--- src/rtl/b64lw_pkg.sv ---
`timescale 1ns / 1ps
`default_nettype none

package b64lw_pkg;

    localparam int QUEUE_DEPTH = 2;
    localparam logic [5:0] LINE_GROUPS_RESET = 6'd19;

    localparam logic [7:0] NEWLINE_CHAR = 8'h0A;
    localparam logic [7:0] PAD_CHAR     = 8'h3D;

    // One finished group handed from the front to the back
    typedef struct packed {
        logic [23:0] word;     // three bytes, zero-padded on the right
        logic [1:0]  fill;     // bytes present, 1..3
        logic        last;     // group ends the stream
        logic        newline;  // a newline goes out before the group
    } group_t;

    // Queue status seen by both sides
    typedef struct packed {
        logic full;
        logic empty;
    } queue_status_t;

    // Standard base64 alphabet
    function automatic logic [7:0] b64_char(input logic [5:0] idx);
        logic [7:0] c;
        if (idx < 6'd26)
            c = 8'd65 + {2'b00, idx};
        else if (idx < 6'd52)
            c = 8'd71 + {2'b00, idx};          // 'a' - 26
        else if (idx < 6'd62)
            c = {2'b00, idx} - 8'd4;           // '0' - 52
        else if (idx == 6'd62)
            c = 8'h2B;                         // '+'
        else
            c = 8'h2F;                         // '/'
        return c;
    endfunction

endpackage

`default_nettype wire

--- src/rtl/b64lw_front.sv ---
`timescale 1ns / 1ps
`default_nettype none

module b64lw_front (
    input  wire logic               clk,
    input  wire logic               rst_n,
    input  wire logic               in_valid,
    output logic                    in_stall,
    input  wire logic [7:0]         data_byte,
    input  wire logic               is_last,
    input  wire logic [5:0]         line_groups,
    input  wire b64lw_pkg::queue_status_t q_status,
    output logic                    q_push,
    output b64lw_pkg::group_t       q_data
);

    logic [15:0] held_reg, held_next;
    logic [1:0]  fill_reg, fill_next;
    logic [5:0]  gol_reg, gol_next;

    logic       in_fire;
    logic [1:0] fill;
    logic       emit;
    logic       newline;

    // Hold off only while the queue has no room
    assign in_stall = q_status.full;
    assign in_fire  = in_valid && !in_stall;

    assign fill    = fill_reg + 2'd1;
    assign emit    = (fill == 2'd3) || is_last;
    assign newline = (line_groups != 6'd0) && (gol_reg >= line_groups);

    // Group descriptor, left aligned
    always_comb
    begin
        q_data.fill    = fill;
        q_data.last    = is_last;
        q_data.newline = newline;
        unique case (fill)
            2'd1:    q_data.word = {data_byte, 16'h0000};
            2'd2:    q_data.word = {held_reg[7:0], data_byte, 8'h00};
            default: q_data.word = {held_reg, data_byte};
        endcase
    end

    assign q_push = in_fire && emit;

    // Group and line bookkeeping
    always_comb
    begin
        held_next = held_reg;
        fill_next = fill_reg;
        gol_next  = gol_reg;
        if (in_fire)
        begin
            if (!emit)
            begin
                held_next = {held_reg[7:0], data_byte};
                fill_next = fill;
            end
            else
            begin
                held_next = 16'h0000;
                fill_next = 2'd0;
                if (is_last || line_groups == 6'd0)
                    gol_next = 6'd0;
                else
                    gol_next = (newline ? 6'd0 : gol_reg) + 6'd1;
            end
        end
    end

    always_ff @(posedge clk or negedge rst_n)
    begin
        if (!rst_n)
        begin
            held_reg <= 16'h0000;
            fill_reg <= 2'd0;
            gol_reg  <= 6'd0;
        end
        else
        begin
            held_reg <= held_next;
            fill_reg <= fill_next;
            gol_reg  <= gol_next;
        end
    end

endmodule

`default_nettype wire

--- src/rtl/b64lw_queue.sv ---
`timescale 1ns / 1ps
`default_nettype none

module b64lw_queue #(
    parameter int DEPTH = b64lw_pkg::QUEUE_DEPTH
) (
    input  wire logic                clk,
    input  wire logic                rst_n,
    input  wire logic                push,
    input  wire b64lw_pkg::group_t   push_data,
    input  wire logic                pop,
    output b64lw_pkg::group_t        pop_data,
    output b64lw_pkg::queue_status_t status
);

    localparam int PW = (DEPTH > 1) ? $clog2(DEPTH) : 1;
    localparam int CW = $clog2(DEPTH + 1);

    b64lw_pkg::group_t mem [DEPTH];

    logic [PW-1:0] wr_ptr_reg, wr_ptr_next;
    logic [PW-1:0] rd_ptr_reg, rd_ptr_next;
    logic [CW-1:0] count_reg, count_next;

    assign status.full  = (count_reg == CW'(DEPTH));
    assign status.empty = (count_reg == '0);
    assign pop_data     = mem[rd_ptr_reg];

    // Storage write
    always_ff @(posedge clk)
    begin
        if (push)
            mem[wr_ptr_reg] <= push_data;
    end

    // Pointers and occupancy
    always_comb
    begin
        wr_ptr_next = wr_ptr_reg;
        rd_ptr_next = rd_ptr_reg;
        count_next  = count_reg;
        if (push)
            wr_ptr_next = (wr_ptr_reg == PW'(DEPTH - 1)) ? '0 : wr_ptr_reg + PW'(1);
        if (pop)
            rd_ptr_next = (rd_ptr_reg == PW'(DEPTH - 1)) ? '0 : rd_ptr_reg + PW'(1);
        if (push && !pop)
            count_next = count_reg + CW'(1);
        else if (pop && !push)
            count_next = count_reg - CW'(1);
    end

    always_ff @(posedge clk or negedge rst_n)
    begin
        if (!rst_n)
        begin
            wr_ptr_reg <= '0;
            rd_ptr_reg <= '0;
            count_reg  <= '0;
        end
        else
        begin
            wr_ptr_reg <= wr_ptr_next;
            rd_ptr_reg <= rd_ptr_next;
            count_reg  <= count_next;
        end
    end

endmodule

`default_nettype wire

--- src/rtl/b64lw_back.sv ---
`timescale 1ns / 1ps
`default_nettype none

module b64lw_back (
    input  wire logic                clk,
    input  wire logic                rst_n,
    input  wire b64lw_pkg::queue_status_t q_status,
    input  wire b64lw_pkg::group_t   q_data,
    output logic                     q_pop,
    output logic                     out_valid,
    input  wire logic                out_stall,
    output logic [7:0]               out_char,
    output logic                     out_last
);

    // step 0 is the newline, steps 1..4 the group characters
    localparam logic [2:0] STEP_NL   = 3'd0;
    localparam logic [2:0] STEP_C0   = 3'd1;
    localparam logic [2:0] STEP_DONE = 3'd4;

    b64lw_pkg::group_t desc_reg, desc_next;
    logic       busy_reg, busy_next;
    logic [2:0] step_reg, step_next;
    logic       out_valid_reg, out_valid_next;
    logic [7:0] out_char_reg, out_char_next;
    logic       out_last_reg, out_last_next;

    logic       advance;
    logic       emitting;
    logic       finishing;
    logic [1:0] pos;
    logic [5:0] sextet;
    logic [7:0] chr;

    assign advance   = !out_valid_reg || !out_stall;
    assign emitting  = advance && busy_reg;
    assign finishing = emitting && (step_reg == STEP_DONE);
    assign q_pop     = !q_status.empty && (!busy_reg || finishing);

    // Character for the current step
    assign pos = 2'(step_reg - STEP_C0);
    always_comb
    begin
        unique case (pos)
            2'd0:    sextet = desc_reg.word[23:18];
            2'd1:    sextet = desc_reg.word[17:12];
            2'd2:    sextet = desc_reg.word[11:6];
            default: sextet = desc_reg.word[5:0];
        endcase
        if (step_reg == STEP_NL)
            chr = b64lw_pkg::NEWLINE_CHAR;
        else if (pos > desc_reg.fill)
            chr = b64lw_pkg::PAD_CHAR;
        else
            chr = b64lw_pkg::b64_char(sextet);
    end

    // Sequencer and output register
    always_comb
    begin
        desc_next      = desc_reg;
        busy_next      = busy_reg;
        step_next      = step_reg;
        out_valid_next = out_valid_reg;
        out_char_next  = out_char_reg;
        out_last_next  = out_last_reg;
        if (advance)
            out_valid_next = busy_reg;
        if (emitting)
        begin
            out_char_next = chr;
            out_last_next = desc_reg.last && (step_reg == STEP_DONE);
            step_next     = step_reg + 3'd1;
        end
        if (finishing)
            busy_next = 1'b0;
        if (q_pop)
        begin
            desc_next = q_data;
            busy_next = 1'b1;
            step_next = q_data.newline ? STEP_NL : STEP_C0;
        end
    end

    always_ff @(posedge clk)
    begin
        desc_reg     <= desc_next;
        out_char_reg <= out_char_next;
        out_last_reg <= out_last_next;
    end

    always_ff @(posedge clk or negedge rst_n)
    begin
        if (!rst_n)
        begin
            busy_reg      <= 1'b0;
            step_reg      <= STEP_NL;
            out_valid_reg <= 1'b0;
        end
        else
        begin
            busy_reg      <= busy_next;
            step_reg      <= step_next;
            out_valid_reg <= out_valid_next;
        end
    end

    assign out_valid = out_valid_reg;
    assign out_char  = out_char_reg;
    assign out_last  = out_last_reg;

endmodule

`default_nettype wire

--- src/rtl/base64_encoder_line_wrap_core.sv ---
// Channel   Direction  Handshake          Payload
// in        input      in_valid/in_stall  data_byte[7:0], is_last
// out       output     out_valid/out_stall out_char[7:0], out_last
// cfg       input      cfg_we             cfg_wdata[5:0] (line_groups)
//
// One byte is taken per cycle while the group queue has room; the back end
// sends one character per cycle while out_stall is low and loads the next group
// as the current one finishes; the character sequencer in the back end paces
// the output. Reset clears the group and line state and the queue;
// line_groups goes to 19. Output stalls back up into the queue and then into
// in_stall.
`timescale 1ns / 1ps
`default_nettype none

module base64_encoder_line_wrap_core #(
    parameter int QUEUE_DEPTH = b64lw_pkg::QUEUE_DEPTH
) (
    input  wire logic       clk,
    input  wire logic       rst_n,
    input  wire logic       in_valid,
    output logic            in_stall,
    input  wire logic [7:0] data_byte,
    input  wire logic       is_last,
    output logic            out_valid,
    input  wire logic       out_stall,
    output logic [7:0]      out_char,
    output logic            out_last,
    input  wire logic       cfg_we,
    input  wire logic [5:0] cfg_wdata
);

    logic [5:0] line_groups_reg;

    b64lw_pkg::queue_status_t q_status;
    b64lw_pkg::group_t        push_data;
    b64lw_pkg::group_t        pop_data;
    logic                     q_push;
    logic                     q_pop;

    // Line length register
    always_ff @(posedge clk or negedge rst_n)
    begin
        if (!rst_n)
            line_groups_reg <= b64lw_pkg::LINE_GROUPS_RESET;
        else if (cfg_we)
            line_groups_reg <= cfg_wdata;
    end

    b64lw_front u_front (
        .clk         (clk),
        .rst_n       (rst_n),
        .in_valid    (in_valid),
        .in_stall    (in_stall),
        .data_byte   (data_byte),
        .is_last     (is_last),
        .line_groups (line_groups_reg),
        .q_status    (q_status),
        .q_push      (q_push),
        .q_data      (push_data)
    );

    b64lw_queue #(
        .DEPTH (QUEUE_DEPTH)
    ) u_queue (
        .clk       (clk),
        .rst_n     (rst_n),
        .push      (q_push),
        .push_data (push_data),
        .pop       (q_pop),
        .pop_data  (pop_data),
        .status    (q_status)
    );

    b64lw_back u_back (
        .clk       (clk),
        .rst_n     (rst_n),
        .q_status  (q_status),
        .q_data    (pop_data),
        .q_pop     (q_pop),
        .out_valid (out_valid),
        .out_stall (out_stall),
        .out_char  (out_char),
        .out_last  (out_last)
    );

`ifndef ASSERT_OFF
    // No group is pushed into a full queue
    a_no_overflow: assert property (@(posedge clk) disable iff (!rst_n)
        !(q_push && q_status.full))
        else $error("group pushed into full queue");

    // The back end never pops an empty queue
    a_no_underflow: assert property (@(posedge clk) disable iff (!rst_n)
        !(q_pop && q_status.empty))
        else $error("pop from empty queue");

    // A last byte always closes a group
    a_last_flushes: assert property (@(posedge clk) disable iff (!rst_n)
        (in_valid && !in_stall && is_last) |-> q_push)
        else $error("last byte did not flush a group");

    // A newline never ends the stream
    a_newline_not_last: assert property (@(posedge clk) disable iff (!rst_n)
        (out_valid && out_char == b64lw_pkg::NEWLINE_CHAR) |-> !out_last)
        else $error("newline marked as last");
`endif

endmodule

`default_nettype wire
--- config.mk ---
export PLATFORM = sky130hd
export DESIGN_NAME = base64_encoder_line_wrap_core
export DESIGN_NICKNAME = d
export VERILOG_FILES = /design/src/rtl/b64lw_pkg.sv /design/src/rtl/b64lw_front.sv /design/src/rtl/b64lw_queue.sv /design/src/rtl/b64lw_back.sv /design/src/rtl/base64_encoder_line_wrap_core.sv
export SDC_FILE = /design/constraint.sdc
export NUM_CORES = 1
export LEC_CHECK = 0
export BUFFER_PORTS_ARGS = -buffer_cell sky130_fd_sc_hd__clkbuf_2
export CORE_MARGIN = 1.5
export CORE_UTILIZATION = 30
export CTS_BUF_LIST = sky130_fd_sc_hd__clkbuf_4 sky130_fd_sc_hd__clkbuf_8
export DETAILED_ROUTE_END_ITERATION = 12
export GPL_TIMING_DRIVEN = 0
export PLACE_DENSITY_LB_ADDON = 0.05
export SLEW_MARGIN = 0
export SYNTH_ARGS = -nofsm -noshare
export SYNTH_HDL_FRONTEND = slang
export SYNTH_SLANG_ARGS = --single-unit
--- constraint.sdc ---
create_clock -name clk -period 7.75 [get_ports clk]
set_input_delay 1.1625 -clock clk [delete_from_list [all_inputs] [get_ports clk]]
set_output_delay 1.1625 -clock clk [all_outputs]
set_load 0.01 [all_outputs]
Word-level counts from Yosys, hierarchy flattened

Memories as Yosys holds them, arrays and structs flattened.
Cells that the tools add are included.

Register bits: 75
Bits in writable memories: 56
Output and inout bits: 11
Logic and storage cells: 93
Memories kept: 1

Memories:

| memory      | depth | width | read ports | clocked after memory_dff | wr ports | RTL line          | RTL |
|---|---|---|---|---|---|---|---|
| u_queue.mem | 2     | 28    | 1          | 0                        | 1        | b64lw_queue.sv:19 | `b64lw_pkg::group_t mem [DEPTH];` |

Add/subtract/negate cells: 11
$lt $le $gt $ge: 5
Equality and inequality tests: 8
Muxes and demuxes: 22
Reduce and logical (&&, ||, !) cells: 30

Operators with widths:

| kind                                                                  | count |
|---|---|
| 24-bit one-hot mux with 2 select lines                                | 1 |
| 8-bit 2-to-1 mux                                                      | 3 |
| 6-bit 2-to-1 mux                                                      | 3 |
| 6-bit one-hot mux with 3 select lines                                 | 1 |
| 7-bit by 6-bit adder with 8-bit output (first input constant)         | 2 |
| 16-bit 2-to-1 mux                                                     | 1 |
| 6-bit < comparator (second input constant)                            | 2 |
| 1-bit logical AND                                                     | 9 |
| 3-bit 2-to-1 mux                                                      | 3 |
| 2-bit == test (second input constant)                                 | 4 |
| 1-bit zero test                                                       | 7 |
| 1-bit 2-to-1 mux                                                      | 7 |
| 6-bit by 3-bit subtractor with 7-bit output (second input constant)   | 1 |
| 6-bit by 1-bit adder with 6-bit output (second input constant)        | 1 |
| 6-bit == test (second input constant)                                 | 1 |
| 6-bit greater-or-equal comparator                                     | 1 |
| 6-bit zero test                                                       | 1 |
| 6-bit by 5-bit < comparator with 1-bit output (second input constant) | 1 |
| 2-bit 2-to-1 mux                                                      | 3 |
| 2-bit nonzero test                                                    | 3 |
| 6-bit nonzero test                                                    | 1 |
| 2-bit by 1-bit adder with 2-bit output (second input constant)        | 2 |
| 2-bit by 1-bit == test with 1-bit output (second input constant)      | 2 |
| 2-bit zero test                                                       | 2 |
| other kinds (9)                                                       | 14 |

Logic depth before layout (Yosys ltp)

Depth in word-level cells: 9
Gate-level depth with buffers: 13
Depth with buffers taken out: 13

Hierarchy

A second synthesis with hierarchy kept.

Cells, all modules: 440
Area total of the unflattened synthesis: 6,130.9 um^2

Modules (own cells, without submodules):

| module                        | times used | cells an instance | area each (um^2) |
|---|---|---|---|
| b64lw_queue                   | 1          | 103               | 2,254.7 |
| b64lw_back                    | 1          | 167               | 2,092.0 |
| b64lw_front                   | 1          | 157               | 1,529.0 |
| base64_encoder_line_wrap_core | 1          | 13                | 255.2 |

Worst setup path before layout

OpenSTA, ideal clock, no wires.

Path kind: in2reg
From: input is_last
To: memory u_queue.mem[0][0] (netlist name), enable pin
Setup time: 413 ps
Data arrival time: 2,700 ps
Required time: 7,337 ps
Path slack: 4,637 ps
Stages: 3
Cells stage by stage: nor2_1 nand3b_2 nor2_1

Cells in the longest elaborated chain, start to end: 4

RTL lines:

| element                                | RTL line                            | RTL |
|---|---|---|
| from (decl)                            | base64_encoder_line_wrap_core.sv:23 | `input wire logic is_last,` |
| 1-bit logical OR                       | b64lw_front.sv:31                   | `assign emit = (fill == 2'd3) \|\| is_last;` |
| 1-bit logical AND                      | b64lw_front.sv:47                   | `assign q_push = in_fire && emit;` |
| 1-bit 2-to-1 mux                       | b64lw_queue.sv:32                   | `if (push)` |
| 1-bit 2-to-1 mux (not written as such) | b64lw_queue.sv:33                   | `mem[wr_ptr_reg] <= push_data;` |
| to (decl)                              | b64lw_queue.sv:19                   |  |

No other way between the ends.

Final worst setup path

From: register u_back.step_reg[0]
To: register u_back.out_char_reg[2] (netlist: u_back.out_char[2]), data pin

Cells in the longest elaborated chain, start to end: 9

RTL lines:

| element                                                                                             | RTL line          | RTL |
|---|---|---|
| from (decl)                                                                                         | b64lw_back.sv:23  | `logic [2:0] step_reg, step_next;` |
| from (signal assigned)                                                                              | b64lw_back.sv:103 | `step_reg <= step_next;` |
| parallel branches: the longest is 9 deep, another holds 6-bit by 3-bit subtractor with 7-bit output | --                |  |
| to (signal assigned)                                                                                | b64lw_back.sv:88  | `out_char_reg <= out_char_next;` |
| to (decl)                                                                                           | b64lw_back.sv:25  | `logic [7:0] out_char_reg, out_char_next;` |

Parallel ways; which one is timed is not known.
A chain may end at the register's enable or synchronous reset.

==> out/results.md <==
Run status
- result of the run: completed

Critical path
- type of the worst setup path: reg2reg
- endpoint type of the worst setup path: flip-flop
- Crit path required time: 7.91 ns
- startpoint kind of the worst setup timing path: flip-flop
- CP max FO: 6
- Arrival @ worst endpoint: 3.67 ns

Detailed routing
- vias post-DR: 3,443
- number of iterations in the first detailed-routing pass: 4
- count of nets left with antenna violations after detail routing: 0
- count of unresolved DRC violations after routing: 0
- number of vias per cell after detailed routing: 4.58
- final wirelength: 11.9 mm
- detail-routed net length per standard cell: 15.8 um
- number of DRC violations after detailed-routing iteration 0: 176

Placed design
- placed inst area: 6330 um2
- sum of net half-perimeters after detailed placement: 8.32 mm
- post-placement setup slack: 4.22 ns
- number of port buffers: 30
- weighted congestion at the end of routability-driven global placement: 0.770

Timing
- final worst path period share: 0.453
- max_slew headroom: 0.206
- final-report setup violation count: 0
- Layout Skew: 0.00828 ns
- total count of hold-check failures in the final report: 0
- final number of max-transition violations: 0
- final period demand of the worst path: 3.51 ns
- unrepaired setup endpoints after global routing: false
- highest attainable clock frequency: 285 MHz
- aggregate negative setup slack: 0 ns
- actual slew at the worst max-slew pin: 1.19 ns
- setup slack of the critical path after layout: 4.24 ns

Clocking
- post-CTS setup buffers: 0
- clock transition at the registers of the reported paths: 0.08 ns
- cells resized by post-CTS repair: 0
- CTS sink count: 131
- H-tree depth: 4
- number of buffers inserted during clock tree synthesis: 17
- number of hold-repair buffers added at the cts stage: 0
- clock tree from TritonCTS: yes
- worst skew pair latency: 0.43 ns
- library cell used as clock root buffer: sky130_fd_sc_hd__clkbuf_8
- CTS Buffer Depth: 2

Run
- number of violations of the max-capacitance limit: 0

Layout
- area added between synthesis and finish: 15.5%
- Final Cell Area: 6760 um2
- proportion of layout cells with a drive suffix above 1: 0.210
- antenna diode count: 0
- flip-flop count of the largest register, all copies and words added: 56
- final layout net count: 522
- final-layout fill cell count: 1,898

Pwr
- clock network power share: 0.225
- combinational share of power: 0.376
- Internal: 0.00177 W
- part of the total power dissipated in sequential elements: 0.399
- Power Total: 0.00272 W
- maximum vdd ir drop: 0.000118 V
- Net Switching: 0.000953 W
- power per cell area: 403 nW/um2
- P_leak: 2.66 nW
- Sw Share: 0.350

Floorplan
- die outline height: 143 um
- starting utilization of the core area: 0.310
- Boundary Pins: 31
- count of standard-cell rows: 50
- Total Die Area: 20,300 um2
- width of the die: 143 um
- floorplan core area: 18,900 um2

Global routing
- first-pass GRT wire length: 19.5 mm
- maximum number of pins on one net before global-route repair: 40
- number of global-route vias before repair: 3,655
- aggregate global routing overflow: 0
- fraction of met1 tracks used by global routing: 0.172
- overall fraction of global-route tracks in use: 0.129
- initial antenna violation count: 0
- busiest grt layer: met2
- routing usage on met2: 0.202
- met3 layer usage reported by global route: 0.0349

Synthesis
- Yosys Warn Count: 0
- synthesized netlist net count: 473
- number of cells produced by synthesis: 429
- FF+latch count, synth: 131
- Main synth FF type: sky130_fd_sc_hd__edfxtp_1
- Seq/Total Area, Yosys: 0.640
- count of unique library cells instantiated by Yosys: 45
- mean post-synth cell area: 13.6 um2
- async set-reset flop share out of synthesis: 0.298
- number of enable-type register cells in the synthesized netlist: 92
- netlist area before placement: 5850 um2

Min path
- path type of the worst min-delay path: reg2reg

-- metrics by stage --
| stage | util | instances | hold WS (ns) |
|---|---|---|---|
| 5_1_grt | 0.358 | 751 | 0.514 |
| 2_1_floorplan | - | 429 | 0.448 |
| 3_3_place_gp | 0.335 | 719 | 0.460 |
| 4_1_cts | 0.358 | 751 | 0.490 |
| 6_report | 0.358 | 751 | 0.482 |
| 3_5_place_dp | 0.335 | 719 | 0.471 |
-- final cells by class --
cell class | count | area, um2 | area share
inverters | 28 | 105 | 0.0156
multi-input cells | 256 | 1950 | 0.289
clock buffers | 17 | 234 | 0.0346
flip-flops and latches | 131 | 3740 | 0.554
repair buffers | 30 | 150 | 0.0222
plain buffers | 14 | 61.3 | 0.00907
well taps | 260 | 325 | 0.0481
clock inverters | 15 | 189 | 0.0280
-- critical path, cell delays in order, from the launching register on --
cell and delay [ns]:
sky130_fd_sc_hd__dfrtp_1 0.47, sky130_fd_sc_hd__inv_1 0.12, sky130_fd_sc_hd__ha_1 0.31, sky130_fd_sc_hd__a222oi_1 0.62, sky130_fd_sc_hd__mux2i_1 0.30, sky130_fd_sc_hd__inv_1 0.17
sky130_fd_sc_hd__ha_1 0.25, sky130_fd_sc_hd__nand3b_1 0.21, sky130_fd_sc_hd__a21oi_1 0.12, sky130_fd_sc_hd__a221o_1 0.39, sky130_fd_sc_hd__o21ai_0 0.17, sky130_fd_sc_hd__a21oi_1 0.09
-- cell usage in the layout, fill, tap and decap left out, drive strengths merged, types with 3 or more instances in the layout --
master	instances
inv	29
a222oi	6
nand2b	4
dfrtp	36
xnor2	7
and2	10
nor3	9
xor2	5
mux2	32
mux2i	6
nor2	17
a31oi	3
dfstp	3
o21ai	13
a21oi	13
bufinv	4
edfxtp	92
clkbuf	59
nand3	7
nand3b	4
ha	24
a22o	29
a22oi	8
clkinv	5
clkinvlp	5
nor2b	3
nand2	36
-- power by group through the flow --
stage               registers, W  logic [W]  clock network (W)
floorplan                0.00109   0.000744                  0
global placement         0.00110    0.00103                  0
detailed placement       0.00110    0.00104                  0
CTS                      0.00109    0.00105           0.000636
global route             0.00111    0.00116           0.000665
finish                   0.00109    0.00102           0.000611
-- logic make-up (layout without fill, tap and decap cells) --
family / Yosys count / count (layout) / share of synthesized area
flip-flops: 131 / 131 / 0.640
AND/OR/NAND/NOR: 96 / 96 / 0.0789
AO/OA/AOI/OAI: 86 / 86 / 0.112
buffers and inverters: 42 / 104 / 0.0284
multiplexers: 38 / 38 / 0.0719
adder cells (fa/ha/maj): 24 / 24 / 0.0513
XOR/XNOR: 12 / 12 / 0.0180
-- final timing paths --
path | start | slack (ns) | cells past startpoint | to
min in group asynchronous | rst_n | 0.90 | 1 | u_front.held_reg[6]$_DFFE_PN0P_
worst max-delay path | u_back.step_reg[0]$_DFFE_PN0P_ | 4.24 | 11 | u_back.out_char[2]$_SDFFCE_PP0P_
worst max register to register | u_back.step_reg[0]$_DFFE_PN0P_ | 4.24 | 11 | u_back.out_char[2]$_SDFFCE_PP0P_
worst min-delay path | u_back.busy_reg$_DFFE_PN0P_ | 0.48 | 1 | u_back.out_valid$_DFFE_PN0P_
worst min register to register | u_back.busy_reg$_DFFE_PN0P_ | 0.48 | 1 | u_back.out_valid$_DFFE_PN0P_
max in group asynchronous | rst_n | 6.19 | 1 | u_back.step_reg[1]$_DFFE_PN0P_
-- Yosys cell counts (all sizes together), types with 8 or more instances --
| cell type | n | area (um2) |
|---|---|---|
| nand2 | 36 | 135 |
| edfxtp | 92 | 2760 |
| a21oi | 13 | 76.3 |
| dfrtp | 36 | 901 |
| mux2 | 32 | 360 |
| inv | 28 | 105 |
| and2 | 10 | 62.6 |
| nor3 | 9 | 45.0 |
| clkbuf | 12 | 45.0 |
| o21ai | 13 | 65.1 |
| nor2 | 17 | 63.8 |
| a22o | 29 | 254 |
| a22oi | 8 | 60.1 |
| ha | 24 | 300 |
-- metal layers --
layer | part of all wire | routed length (um)
met1 | 0.50 | 5940
met2 | 0.47 | 5550
met5 | 0 | 0
met3 | 0.022 | 260
met4 | 0.011 | 129
No activity file was read; power rests on OpenSTA's default activity.
